## src/rtl/ese_pkg.sv

```systemverilog
`timescale 1ns / 1ps

package ese_pkg;

   // Hardware counter width and the mask applied to the counter field
   localparam int COUNTER_BITS = 16;
   localparam int CNT_FIELD_W  = 16;
   localparam logic [CNT_FIELD_W-1:0] CNT_MASK =
      (COUNTER_BITS >= CNT_FIELD_W) ? {CNT_FIELD_W{1'b1}}
                                    : CNT_FIELD_W'((64'd1 << COUNTER_BITS) - 64'd1);

   // Configuration space
   localparam int CSR_ADDR_W = 3;
   localparam int CSR_DATA_W = 32;
   localparam logic REG_GAIN_IDX = 1'b0;
   localparam logic [31:0] GAIN_RESET = 32'd65536;

   // Smoothing weights, Q0.16
   localparam logic signed [16:0] OLD_WEIGHT = 17'sd34079;
   localparam logic signed [16:0] NEW_WEIGHT = 17'sd31457;

   // Datapath widths
   localparam int MUL_A_W = 33;
   localparam int MUL_B_W = 17;
   localparam int PROD_W  = MUL_A_W + MUL_B_W;
   localparam int ACC_W   = 66;

   // Step counter
   localparam int STEP_W = 4;
   localparam logic [STEP_W-1:0] STEP_IDLE = 4'd0;
   localparam logic [STEP_W-1:0] STEP_RUN  = 4'd1;

   // Multiplier operand selects
   localparam logic [1:0] A_DIFF   = 2'd0;
   localparam logic [1:0] A_SMOOTH = 2'd1;
   localparam logic [1:0] A_INST   = 2'd2;

   localparam logic [1:0] B_GAIN_LO = 2'd0;
   localparam logic [1:0] B_GAIN_HI = 2'd1;
   localparam logic [1:0] B_OLD     = 2'd2;
   localparam logic [1:0] B_NEW     = 2'd3;

   // Accumulator operations
   localparam logic [2:0] ACC_HOLD     = 3'd0;
   localparam logic [2:0] ACC_LOAD     = 3'd1;
   localparam logic [2:0] ACC_ADD_SH16 = 3'd2;
   localparam logic [2:0] ACC_LOAD_RND = 3'd3;
   localparam logic [2:0] ACC_ADD      = 3'd4;

   typedef struct packed {
      logic [1:0] a_sel;
      logic [1:0] b_sel;
      logic       mul_en;
      logic [2:0] acc_op;
      logic       diff_ld;
      logic       sat_ld;
      logic       out_ld;
      logic       wait_out;
      logic       done;
   } ucode_word_type;

   localparam ucode_word_type UC_NOP = '{
      a_sel: A_DIFF, b_sel: B_GAIN_LO, mul_en: 1'b0, acc_op: ACC_HOLD,
      diff_ld: 1'b0, sat_ld: 1'b0, out_ld: 1'b0, wait_out: 1'b0, done: 1'b0};

   // Program for one sample tick
   function automatic ucode_word_type ucode_rom(input logic [STEP_W-1:0] step);
      ucode_word_type w;
      w = UC_NOP;
      case (step)
         4'd1: begin
            w.diff_ld = 1'b1;
         end
         4'd2: begin
            w.mul_en = 1'b1; w.a_sel = A_DIFF; w.b_sel = B_GAIN_LO;
         end
         4'd3: begin
            w.acc_op = ACC_LOAD;
            w.mul_en = 1'b1; w.a_sel = A_DIFF; w.b_sel = B_GAIN_HI;
         end
         4'd4: begin
            w.acc_op = ACC_ADD_SH16;
         end
         4'd5: begin
            w.sat_ld = 1'b1;
            w.mul_en = 1'b1; w.a_sel = A_SMOOTH; w.b_sel = B_OLD;
         end
         4'd6: begin
            w.acc_op = ACC_LOAD_RND;
            w.mul_en = 1'b1; w.a_sel = A_INST; w.b_sel = B_NEW;
         end
         4'd7: begin
            w.acc_op = ACC_ADD;
         end
         4'd8: begin
            w.out_ld = 1'b1; w.wait_out = 1'b1; w.done = 1'b1;
         end
         default: begin
            w = UC_NOP;
         end
      endcase
      return w;
   endfunction

endpackage

```

## src/rtl/encoder_speed_estimator_top.sv

```systemverilog
`timescale 1ns / 1ps

// Wrap event: no response; the next request can be taken the cycle after.
// Sample tick: the response is registered at the end of the program and waits while
//   the previous response sits stalled; the next request is taken only once the
//   8-step microprogram running one shared 33x17 multiplier has finished.
// Synchronous active-high reset: gain back to 65536, wrap count, last position and
//   smoothed speed to zero, sequencer idle, no response pending.
module encoder_speed_estimator_top
   import ese_pkg::*;
(
   input  logic                  clock,
   input  logic                  reset,
   input  logic                  req_valid,
   output logic                  req_stall,
   input  logic                  req_func,
   input  logic                  req_count_down,
   input  logic [15:0]           req_counter_value,
   output logic                  rsp_valid,
   input  logic                  rsp_stall,
   output logic signed [31:0]    rsp_position,
   output logic signed [31:0]    rsp_instant_speed,
   output logic signed [31:0]    rsp_filtered_speed,
   input  logic                  csr_psel,
   input  logic                  csr_penable,
   input  logic                  csr_pwrite,
   input  logic [CSR_ADDR_W-1:0] csr_paddr,
   input  logic [CSR_DATA_W-1:0] csr_pwdata,
   output logic [CSR_DATA_W-1:0] csr_prdata,
   output logic                  csr_pready
);

   localparam logic signed [ACC_W-1:0] SAT_MAX = ACC_W'(64'sd2147483647);
   localparam logic signed [ACC_W-1:0] SAT_MIN = -ACC_W'(64'sd2147483648);
   localparam logic signed [ACC_W-1:0] RND_HALF = ACC_W'(32768);

   logic [31:0]               gain_ff, gain_in;
   logic [15:0]               wrap_ff, wrap_in;
   logic [31:0]               last_ff, last_in;
   logic signed [31:0]        smooth_ff, smooth_in;
   logic [STEP_W-1:0]         step_ff, step_in;
   logic [31:0]               pos_ff, pos_in;
   logic signed [31:0]        diff_ff, diff_in;
   logic signed [31:0]        inst_ff, inst_in;
   logic signed [PROD_W-1:0]  prod_ff, prod_in;
   logic signed [ACC_W-1:0]   acc_ff, acc_in;
   logic                      rsp_valid_ff, rsp_valid_in;
   logic [31:0]               rsp_pos_ff, rsp_pos_in;
   logic signed [31:0]        rsp_inst_ff, rsp_inst_in;
   logic signed [31:0]        rsp_filt_ff, rsp_filt_in;

   ucode_word_type            uc;
   logic                      req_take;
   logic                      tick_take;
   logic                      out_blocked;
   logic                      hold_step;
   logic                      gain_wr;
   logic signed [MUL_A_W-1:0] mul_a;
   logic signed [MUL_B_W-1:0] mul_b;
   logic signed [ACC_W-1:0]   prod_ext;
   logic [31:0]               pos_calc;

   assign uc = ucode_rom(step_ff);

   // Handshakes
   assign req_stall   = (step_ff != STEP_IDLE);
   assign req_take    = req_valid && !req_stall;
   assign tick_take   = req_take && req_func;
   assign out_blocked = rsp_valid_ff && rsp_stall;
   assign hold_step   = uc.wait_out && out_blocked;

   // Configuration port
   assign csr_pready = 1'b1;
   assign gain_wr    = csr_psel && csr_penable && csr_pwrite && csr_pready &&
                       (csr_paddr[2] == REG_GAIN_IDX);
   assign csr_prdata = (csr_paddr[2] == REG_GAIN_IDX) ? gain_ff : '0;
   assign gain_in    = gain_wr ? csr_pwdata : gain_ff;

   // Wrap count steps up or down on a wrap event
   always_comb begin
      wrap_in = wrap_ff;
      if (req_take && !req_func) begin
         wrap_in = req_count_down ? wrap_ff - 16'd1 : wrap_ff + 16'd1;
      end
   end

   // Extended position: sign-extended wraps above the masked counter
   assign pos_calc = (32'(signed'(wrap_ff)) << COUNTER_BITS) +
                     32'(req_counter_value & CNT_MASK);
   assign pos_in   = tick_take ? pos_calc : pos_ff;

   // Sequencer: advance through the program, wait on a stalled response
   always_comb begin
      step_in = step_ff;
      if (step_ff == STEP_IDLE) begin
         if (tick_take) begin
            step_in = STEP_RUN;
         end
      end else if (!hold_step) begin
         step_in = uc.done ? STEP_IDLE : step_ff + 4'd1;
      end
   end

   // Position difference
   assign diff_in = uc.diff_ld ? signed'(pos_ff - last_ff) : diff_ff;
   assign last_in = uc.diff_ld ? pos_ff : last_ff;

   // Shared multiplier
   always_comb begin
      case (uc.a_sel)
         A_DIFF:   mul_a = MUL_A_W'(diff_ff);
         A_SMOOTH: mul_a = MUL_A_W'(smooth_ff);
         A_INST:   mul_a = MUL_A_W'(inst_ff);
         default:  mul_a = '0;
      endcase
      case (uc.b_sel)
         B_GAIN_LO: mul_b = signed'({1'b0, gain_ff[15:0]});
         B_GAIN_HI: mul_b = signed'({1'b0, gain_ff[31:16]});
         B_OLD:     mul_b = OLD_WEIGHT;
         B_NEW:     mul_b = NEW_WEIGHT;
         default:   mul_b = '0;
      endcase
   end
   assign prod_in  = uc.mul_en ? PROD_W'(mul_a) * PROD_W'(mul_b) : prod_ff;
   assign prod_ext = ACC_W'(prod_ff);

   // Accumulator
   always_comb begin
      case (uc.acc_op)
         ACC_HOLD:     acc_in = acc_ff;
         ACC_LOAD:     acc_in = prod_ext;
         ACC_ADD_SH16: acc_in = acc_ff + (prod_ext <<< 16);
         ACC_LOAD_RND: acc_in = prod_ext + RND_HALF;
         ACC_ADD:      acc_in = acc_ff + prod_ext;
         default:      acc_in = acc_ff;
      endcase
   end

   // Saturate the speed product to 32 bits
   always_comb begin
      inst_in = inst_ff;
      if (uc.sat_ld) begin
         if (acc_ff > SAT_MAX) begin
            inst_in = 32'sh7FFF_FFFF;
         end else if (acc_ff < SAT_MIN) begin
            inst_in = 32'sh8000_0000;
         end else begin
            inst_in = acc_ff[31:0];
         end
      end
   end

   // Commit the filter state and load the response register
   always_comb begin
      smooth_in    = smooth_ff;
      rsp_valid_in = rsp_valid_ff && rsp_stall;
      rsp_pos_in   = rsp_pos_ff;
      rsp_inst_in  = rsp_inst_ff;
      rsp_filt_in  = rsp_filt_ff;
      if (uc.out_ld && !out_blocked) begin
         smooth_in    = acc_ff[47:16];
         rsp_valid_in = 1'b1;
         rsp_pos_in   = last_ff;
         rsp_inst_in  = inst_ff;
         rsp_filt_in  = acc_ff[47:16];
      end
   end

   // Control and architectural state
   always_ff @(posedge clock) begin
      if (reset) begin
         gain_ff      <= GAIN_RESET;
         wrap_ff      <= '0;
         last_ff      <= '0;
         smooth_ff    <= '0;
         step_ff      <= STEP_IDLE;
         rsp_valid_ff <= 1'b0;
      end else begin
         gain_ff      <= gain_in;
         wrap_ff      <= wrap_in;
         last_ff      <= last_in;
         smooth_ff    <= smooth_in;
         step_ff      <= step_in;
         rsp_valid_ff <= rsp_valid_in;
      end
   end

   // Datapath and payload registers
   always_ff @(posedge clock) begin
      pos_ff      <= pos_in;
      diff_ff     <= diff_in;
      inst_ff     <= inst_in;
      prod_ff     <= prod_in;
      acc_ff      <= acc_in;
      rsp_pos_ff  <= rsp_pos_in;
      rsp_inst_ff <= rsp_inst_in;
      rsp_filt_ff <= rsp_filt_in;
   end

   assign rsp_valid          = rsp_valid_ff;
   assign rsp_position       = signed'(rsp_pos_ff);
   assign rsp_instant_speed  = rsp_inst_ff;
   assign rsp_filtered_speed = rsp_filt_ff;

endmodule

```

## config.mk

```make
export PLATFORM = sky130hd
export DESIGN_NAME = encoder_speed_estimator_top
export DESIGN_NICKNAME = d
export VERILOG_FILES = /design/src/rtl/ese_pkg.sv /design/src/rtl/encoder_speed_estimator_top.sv
export SDC_FILE = /design/constraint.sdc
export NUM_CORES = 2
export LEC_CHECK = 0
export ABC_CLOCK_PERIOD_IN_PS = 18090
export BUFFER_PORTS_ARGS = -buffer_cell sky130_fd_sc_hd__buf_2
export CAP_MARGIN = 20
export CORE_ASPECT_RATIO = 1.5
export CORE_UTILIZATION = 45
export DETAILED_ROUTE_END_ITERATION = 12
export MAX_ROUTING_LAYER = met4
export PLACE_DENSITY = 0.67
export SYNTH_ARGS = -nofsm -noshare
export SYNTH_HDL_FRONTEND = slang
export SYNTH_SLANG_ARGS = --single-unit
export TNS_END_PERCENT = 5
```

## constraint.sdc

```tcl
create_clock -name clock -period 18.09 [get_ports clock]
set_input_delay 3.618 -clock clock [delete_from_list [all_inputs] [get_ports clock]]
set_output_delay 3.618 -clock clock [all_outputs]
set_load 0.05 [all_outputs]
```

# After elaboration in Yosys (flattened, before gate mapping)
# Cells that the tools add are included.
dict set report word_totals {
  mem_bits_rw 0
  out_inout_bits 131
  romBits 0
  reg_bits 425
  latch_bits 0
  n_memories 0
}
dict set report classes {
  bitwise 1
  div_mod_pow 0
  eq_ne 19
  shifts 0
  addsub 8
  multipliers 1
  reduce_logical 18
  magnitude_cmp 2
  mux 16
}
# operator count
set ops {}
lappend ops {{$pmux W66 S4} 1}
lappend ops {{$pmux W33 S3} 1}
lappend ops {{$pmux W17 S4} 1}
lappend ops {{$add A66 B50 Y66} 1}
lappend ops {{$add A66 B66 Y66} 1}
lappend ops {{$gt A66 B32 Y1 const B} 1}
lappend ops {{$lt A66 B32 Y1 const B} 1}
lappend ops {{$mux W32} 2}
lappend ops {{$add A50 B17 Y51 const B} 1}
lappend ops {{$mul A33 B17 Y50} 1}
lappend ops {{$add A32 B16 Y32} 1}
lappend ops {{$sub A32 B32 Y32} 1}
lappend ops {{$pmux W5 S4} 1}
lappend ops {{$add A16 B1 Y16 const B} 1}
lappend ops {{$eq A4 B3 Y1 const B} 4}
lappend ops {{$mux W16} 1}
lappend ops {{$mux W4} 4}
lappend ops {{$sub A16 B1 Y16 const B} 1}
lappend ops {{$pmux W3 S4} 1}
lappend ops {{$logic_and A1 B1 Y1} 9}
lappend ops {{$eq A4 B2 Y1 const B} 2}
lappend ops {{$reduce_bool A4 Y1} 2}
lappend ops {{$eq A2 B2 Y1 const B} 3}
lappend ops {{$eq A3 B2 Y1 const B} 2}
lappend ops {{15 further kinds} 21}

# Depth between registers and ports, before layout
dict set report logic_depth {
  ltp_word 6
  depth_mapped 35
}

# Worst setup path before layout
# Ideal clock, no wire load.
dict set report synth_path {
  kind {input to output}
  startpoint {input port csr_paddr[2]}
  endpoint {output port csr_prdata[10]}
  t_arrival_ns 4.515
  stages 2
  required_ns 14.472
  path_slack_ns 9.957
  n_path_buf 1
  cell_sequence {clkbuf_1 -> nor2b_1}
}
dict set report synth_via {
  elab_chain_len 1
}
# item line_no
set synth_lines {}
lappend synth_lines {{from (decl)} encoder_speed_estimator_top.sv:27} ;# input logic [CSR_ADDR_W-1:0] csr_paddr,
lappend synth_lines {{$mux W32} encoder_speed_estimator_top.sv:76} ;# assign csr_prdata = (csr_paddr[2] == REG_GAIN_IDX) ? gain_ff : '0;
lappend synth_lines {{to (decl)} encoder_speed_estimator_top.sv:29} ;# output logic [CSR_DATA_W-1:0] csr_prdata,
# Every way passes these cells.

# Worst setup path in the final report
dict set report layout_path {
  startpoint {register step_ff[2]}
  endpoint {register prod_ff[48], data pin}
}
dict set report layout_via {
  elab_chain_len 5
  elab_cells_between_ends 15
  classes_between {mul: 1; eq/ne: 9; mux: 3; reduce/logical: 2}
}
# item line_no
set layout_lines {}
lappend layout_lines {{from (decl)} encoder_speed_estimator_top.sv:41} ;# logic [STEP_W-1:0] step_ff, step_in;
lappend layout_lines {{from (signal assigned)} encoder_speed_estimator_top.sv:183} ;# step_ff <= step_in;
lappend layout_lines {{$eq A4 B3 Y1 or $eq A4 B2 Y1 (tied branches)} ese_pkg.sv:70} ;# case (step)
lappend layout_lines {{$pmux W5 S4 (*)} ese_pkg.sv:70}
lappend layout_lines {{$eq A2 B2 Y1, or another cell as far along} encoder_speed_estimator_top.sv:116} ;# case (uc.b_sel)
lappend layout_lines {{$pmux W17 S4 or $pmux W33 S3 (tied branches)} {encoder_speed_estimator_top.sv:116, encoder_speed_estimator_top.sv:110}}
lappend layout_lines {{$mul A33 B17 Y50 (*)} encoder_speed_estimator_top.sv:124} ;# assign prod_in = uc.mul_en ? PROD_W'(mul_a) * PROD_W'(mul_b) : prod_ff;
lappend layout_lines {{to (signal assigned)} encoder_speed_estimator_top.sv:193} ;# prod_ff <= prod_in;
lappend layout_lines {{to (decl)} encoder_speed_estimator_top.sv:45} ;# logic signed [PROD_W-1:0] prod_ff, prod_in;
# Mark *: on every way between the ends. The rest lies on a longest branch, timed or not. The select of a mux whose other input is x is not followed.
# A chain may end at the register's enable or synchronous reset.

==> qor.yml <==
grt:
  grt_pass1_vias: 37300
  antenna_found_initial: 2
  grt_max_degree: 82
  grt.overflow.total: 0
  grt_pass1_wl_um: 219000
  track_usage: 0.303
logic_synthesis:
  synthMuxAreaShare: 0.00236
  synth_compound_area_frac: 0.150
  synth_seq_cells: 425
  yosys-top-cells-count: "nand2_1, inv_1, fa_1"
  syn_area_per_cell_um2: 9.00
  netlist_instances: 4842
  synth-xor-area-share: 0.0370
  synth_top_area_share: 0.228
  synth_top_family_by_area: "adder cells"
  netlist_area_um2: 43600
  ys_top_cells_by_area: "fa_1, edfxtp_1, ha_1, nand2_1, inv_1"
  ys.flop_type: "edfxtp_1"
  synth_cell_types: 96
  yosys.area_share.adder: 0.309
  synth.most_common_cell: "nand2_1"
  synth_area_leader_cell: "fa_1"
  ys_seq_area_frac: 0.266
  ys_warn_count: 0
  syn-num-nets: 5681
  synth-async-reset-ratio: 0
  synthSimpleGateAreaFrac: 0.157
  synth_enable_flop_cells: 308
routing:
  num_vias: 36300
  first_iter_violations: 2697
  ant_nets: 0
  wl_um: 143000
  dr.pass1.iters: 8
  drc: 0
  via_per_inst: 5.83
  avgRoutedWirePerCell_um: 22.9
power_and_ir_drop:
  p_int_w: 0.00446
  p_seq_frac: 0.182
  clockPowerShare: 0.100
  power_leakage_nw: 20.7
  p_switching_w: 0.00507
  ir_worst_vdd_uv: 249
  switching_share: 0.532
  p_total_w: 0.00954
  power.density_nw_per_um2: 202
  comb_power_share: 0.718
placement:
  dpl.hpwl_um: 111000
  numPortBuffers: 187
  place_inst: 6141
  gp_congestion: 1.01
clock_network:
  cts_root_buffer: "clkbuf_16"
  cts_setup_buffers: 0
  clk_path_buf_depth: 3
  clk_transition_reported_paths_ns: 0.06
  cts_num_sinks: 425
  cts-resized-gates: 0
  worstSkewPairLatency_ns: 0.63
  cts_tree: "built"
  hold_buffers: 0
  cts_buffers: 45
  htreeDepth: 2
floorplanning:
  fp-row-count: 139
  start_util: 0.455
  io_pins: 191
  dieArea_um2: 98100
  die_x_um: 256
  dieHeight_um: 383
  core-area_um2: 95800
layout:
  fin_cells: 6225
  drive_above_1_share: 0.0761
  final_util: 0.493
  n_antenna_cell: 0
  syn_to_final_growth_pct: 8.39
  final_nets: 5758
  fillerInstances: 9093
setup_path:
  critPathLaunchType: "register"
  worstReg2RegStart: "step_ff[2]$_SDFFE_PP0P_"
  cp.arrival_ns: 10.96
  reg2regPathDepth: 24
  crit_fanout: 27
  path_class: "register to register"
  cp-end-kind: "register"
  cp.required_ns: 18.36
  rr_endpoint: "prod_ff[48]$_DFFE_PP_"
  ff2ff_setup_slack_ns: 7.40
min_path:
  hold_depth: 2
  min_path_type: "register to register"
  min_from: "smooth_ff[0]$_SDFFE_PP0P_"
  min_to: "smooth_ff[0]$_SDFFE_PP0P_"
sta:
  max_freq_mhz: 93.5
  post-route-period-util: 0.591
  hold_violations: 0
  worst_slew_pin_slew_ns: 1.11
  rsz0062_at_grt: "no"
  tns_ns: 0
  setup-violations-final: 0
  layout_min_cycle_time_ns: 10.69
  finClkSkew_ns: 0.0283
  drv_slew: 0
  slew_headroom: 0.262
run_status:
  status: "finished clean"
run:
  maxCapViolCount: 0
==> logic make-up after synthesis <==
family,after synthesis
flops,425
compound gates,1006
simple gates,1554
xor+xnor,184
buf+inv,883
fa+ha+maj,779
mux,10
other cells,1
==> critical path, stage by stage, from the launching register on <==
cell	delay, ns
dfxtp_1	0.45
nor2_1	0.58
nand2_1	0.70
nand2_1	1.00
o221a_2	1.01
nand2_1	0.19
fa_1	0.45
inv_1	0.21
fa_1	0.49
fa_1	0.53
fa_1	0.52
fa_1	0.55
inv_1	0.06
fa_1	0.60
inv_1	0.09
ha_1	0.39
a21o_1	0.19
a211oi_1	0.34
nand2_1	0.12
a311oi_1	0.73
or4_1	0.27
o211ai_1	0.15
a21oi_1	0.32
or4b_1	0.17
nand3_1	0.21
==> registers in the layout (all words and copies together) (netlist names) <==
name and cells:
last_ff 32, wrap_ff 16, smooth_ff 32, rsp_valid 1
rsp_instant_speed 32, diff_ff 32, rsp_filtered_speed 32, rsp_position 32
gain_ff 32, prod_ff 50, inst_ff 32, acc_ff 66
step_ff 4, pos_ff 32
==> power groups by stage <==
stage	sequential, W	clock [W]	combinational, W
3_3_place_gp	0.00174	0	0.00667
2_1_floorplan	0.00158	0	0.00491
5_1_grt	0.00174	0.00100	0.00763
6_report	0.00174	0.000956	0.00685
3_5_place_dp	0.00174	0	0.00676
4_1_cts	0.00172	0.000972	0.00680
==> layout make-up <==
cell class	instances	area [µm²]	area share
repair buffers	249	1400	0.0297
inverters	664	2490	0.0528
well taps	1269	1590	0.0336
flip-flops and latches	425	11600	0.246
clock inverters	29	307	0.00649
multi-input cells	3534	28600	0.606
clock buffers	55	1190	0.0253
==> how the worst max path moves through the flow <==
stage,slack (ns),depth (start not counted),endpoint,startpoint
floorplan,9.96,2,csr_prdata[10],csr_paddr[2]
CTS,7.48,25,prod_ff[48]$_DFFE_PP_,step_ff[2]$_SDFFE_PP0P_
global placement,7.65,25,prod_ff[48]$_DFFE_PP_,step_ff[2]$_SDFFE_PP0P_
global route,6.91,24,prod_ff[48]$_DFFE_PP_,step_ff[2]$_SDFFE_PP0P_
finish,7.40,24,prod_ff[48]$_DFFE_PP_,step_ff[2]$_SDFFE_PP0P_
detailed placement,7.53,25,prod_ff[48]$_DFFE_PP_,step_ff[2]$_SDFFE_PP0P_
==> metrics by stage <==
stage / setup WS (ns) / hold slack [ns] / cell area (µm²)
2_1_floorplan: 9.96 / 0.426 / 43600
6_report: 7.40 / 0.460 / 47200
3_5_place_dp: 7.53 / 0.444 / 45700
5_1_grt: 6.91 / 0.474 / 47200
3_3_place_gp: 7.65 / 0.438 / 45700
4_1_cts: 7.48 / 0.458 / 47200
==> routing by layer <==
layer,share of wire,track usage,wire (µm)
met3,0.062,0.0354,8870
met2,0.49,0.516,70500
met4,0.087,0.222,12400
met1,0.36,0.328,51100
met5,0,-,0
==> placed cells by master (no fill, tap or decap), drive strengths merged, types with 14 or more instances in the layout <==
master	count
a31oi	34
clkbuf	55
xor2	69
and2	24
ha	282
fa	497
o21ai	155
nor2b	66
inv	673
a22oi	38
nand2b	33
nor4	20
a211oi	22
o21bai	39
nand4	47
a221oi	21
o31ai	19
or3	16
a21oi	351
nor3	44
xnor2	115
o211ai	14
buf	249
and3	33
nand3	67
nor2	390
o221ai	32
dfxtp	117
edfxtp	308
o21a	23
nand2	762
a21o	146
(Power assumes the default switching activity.)
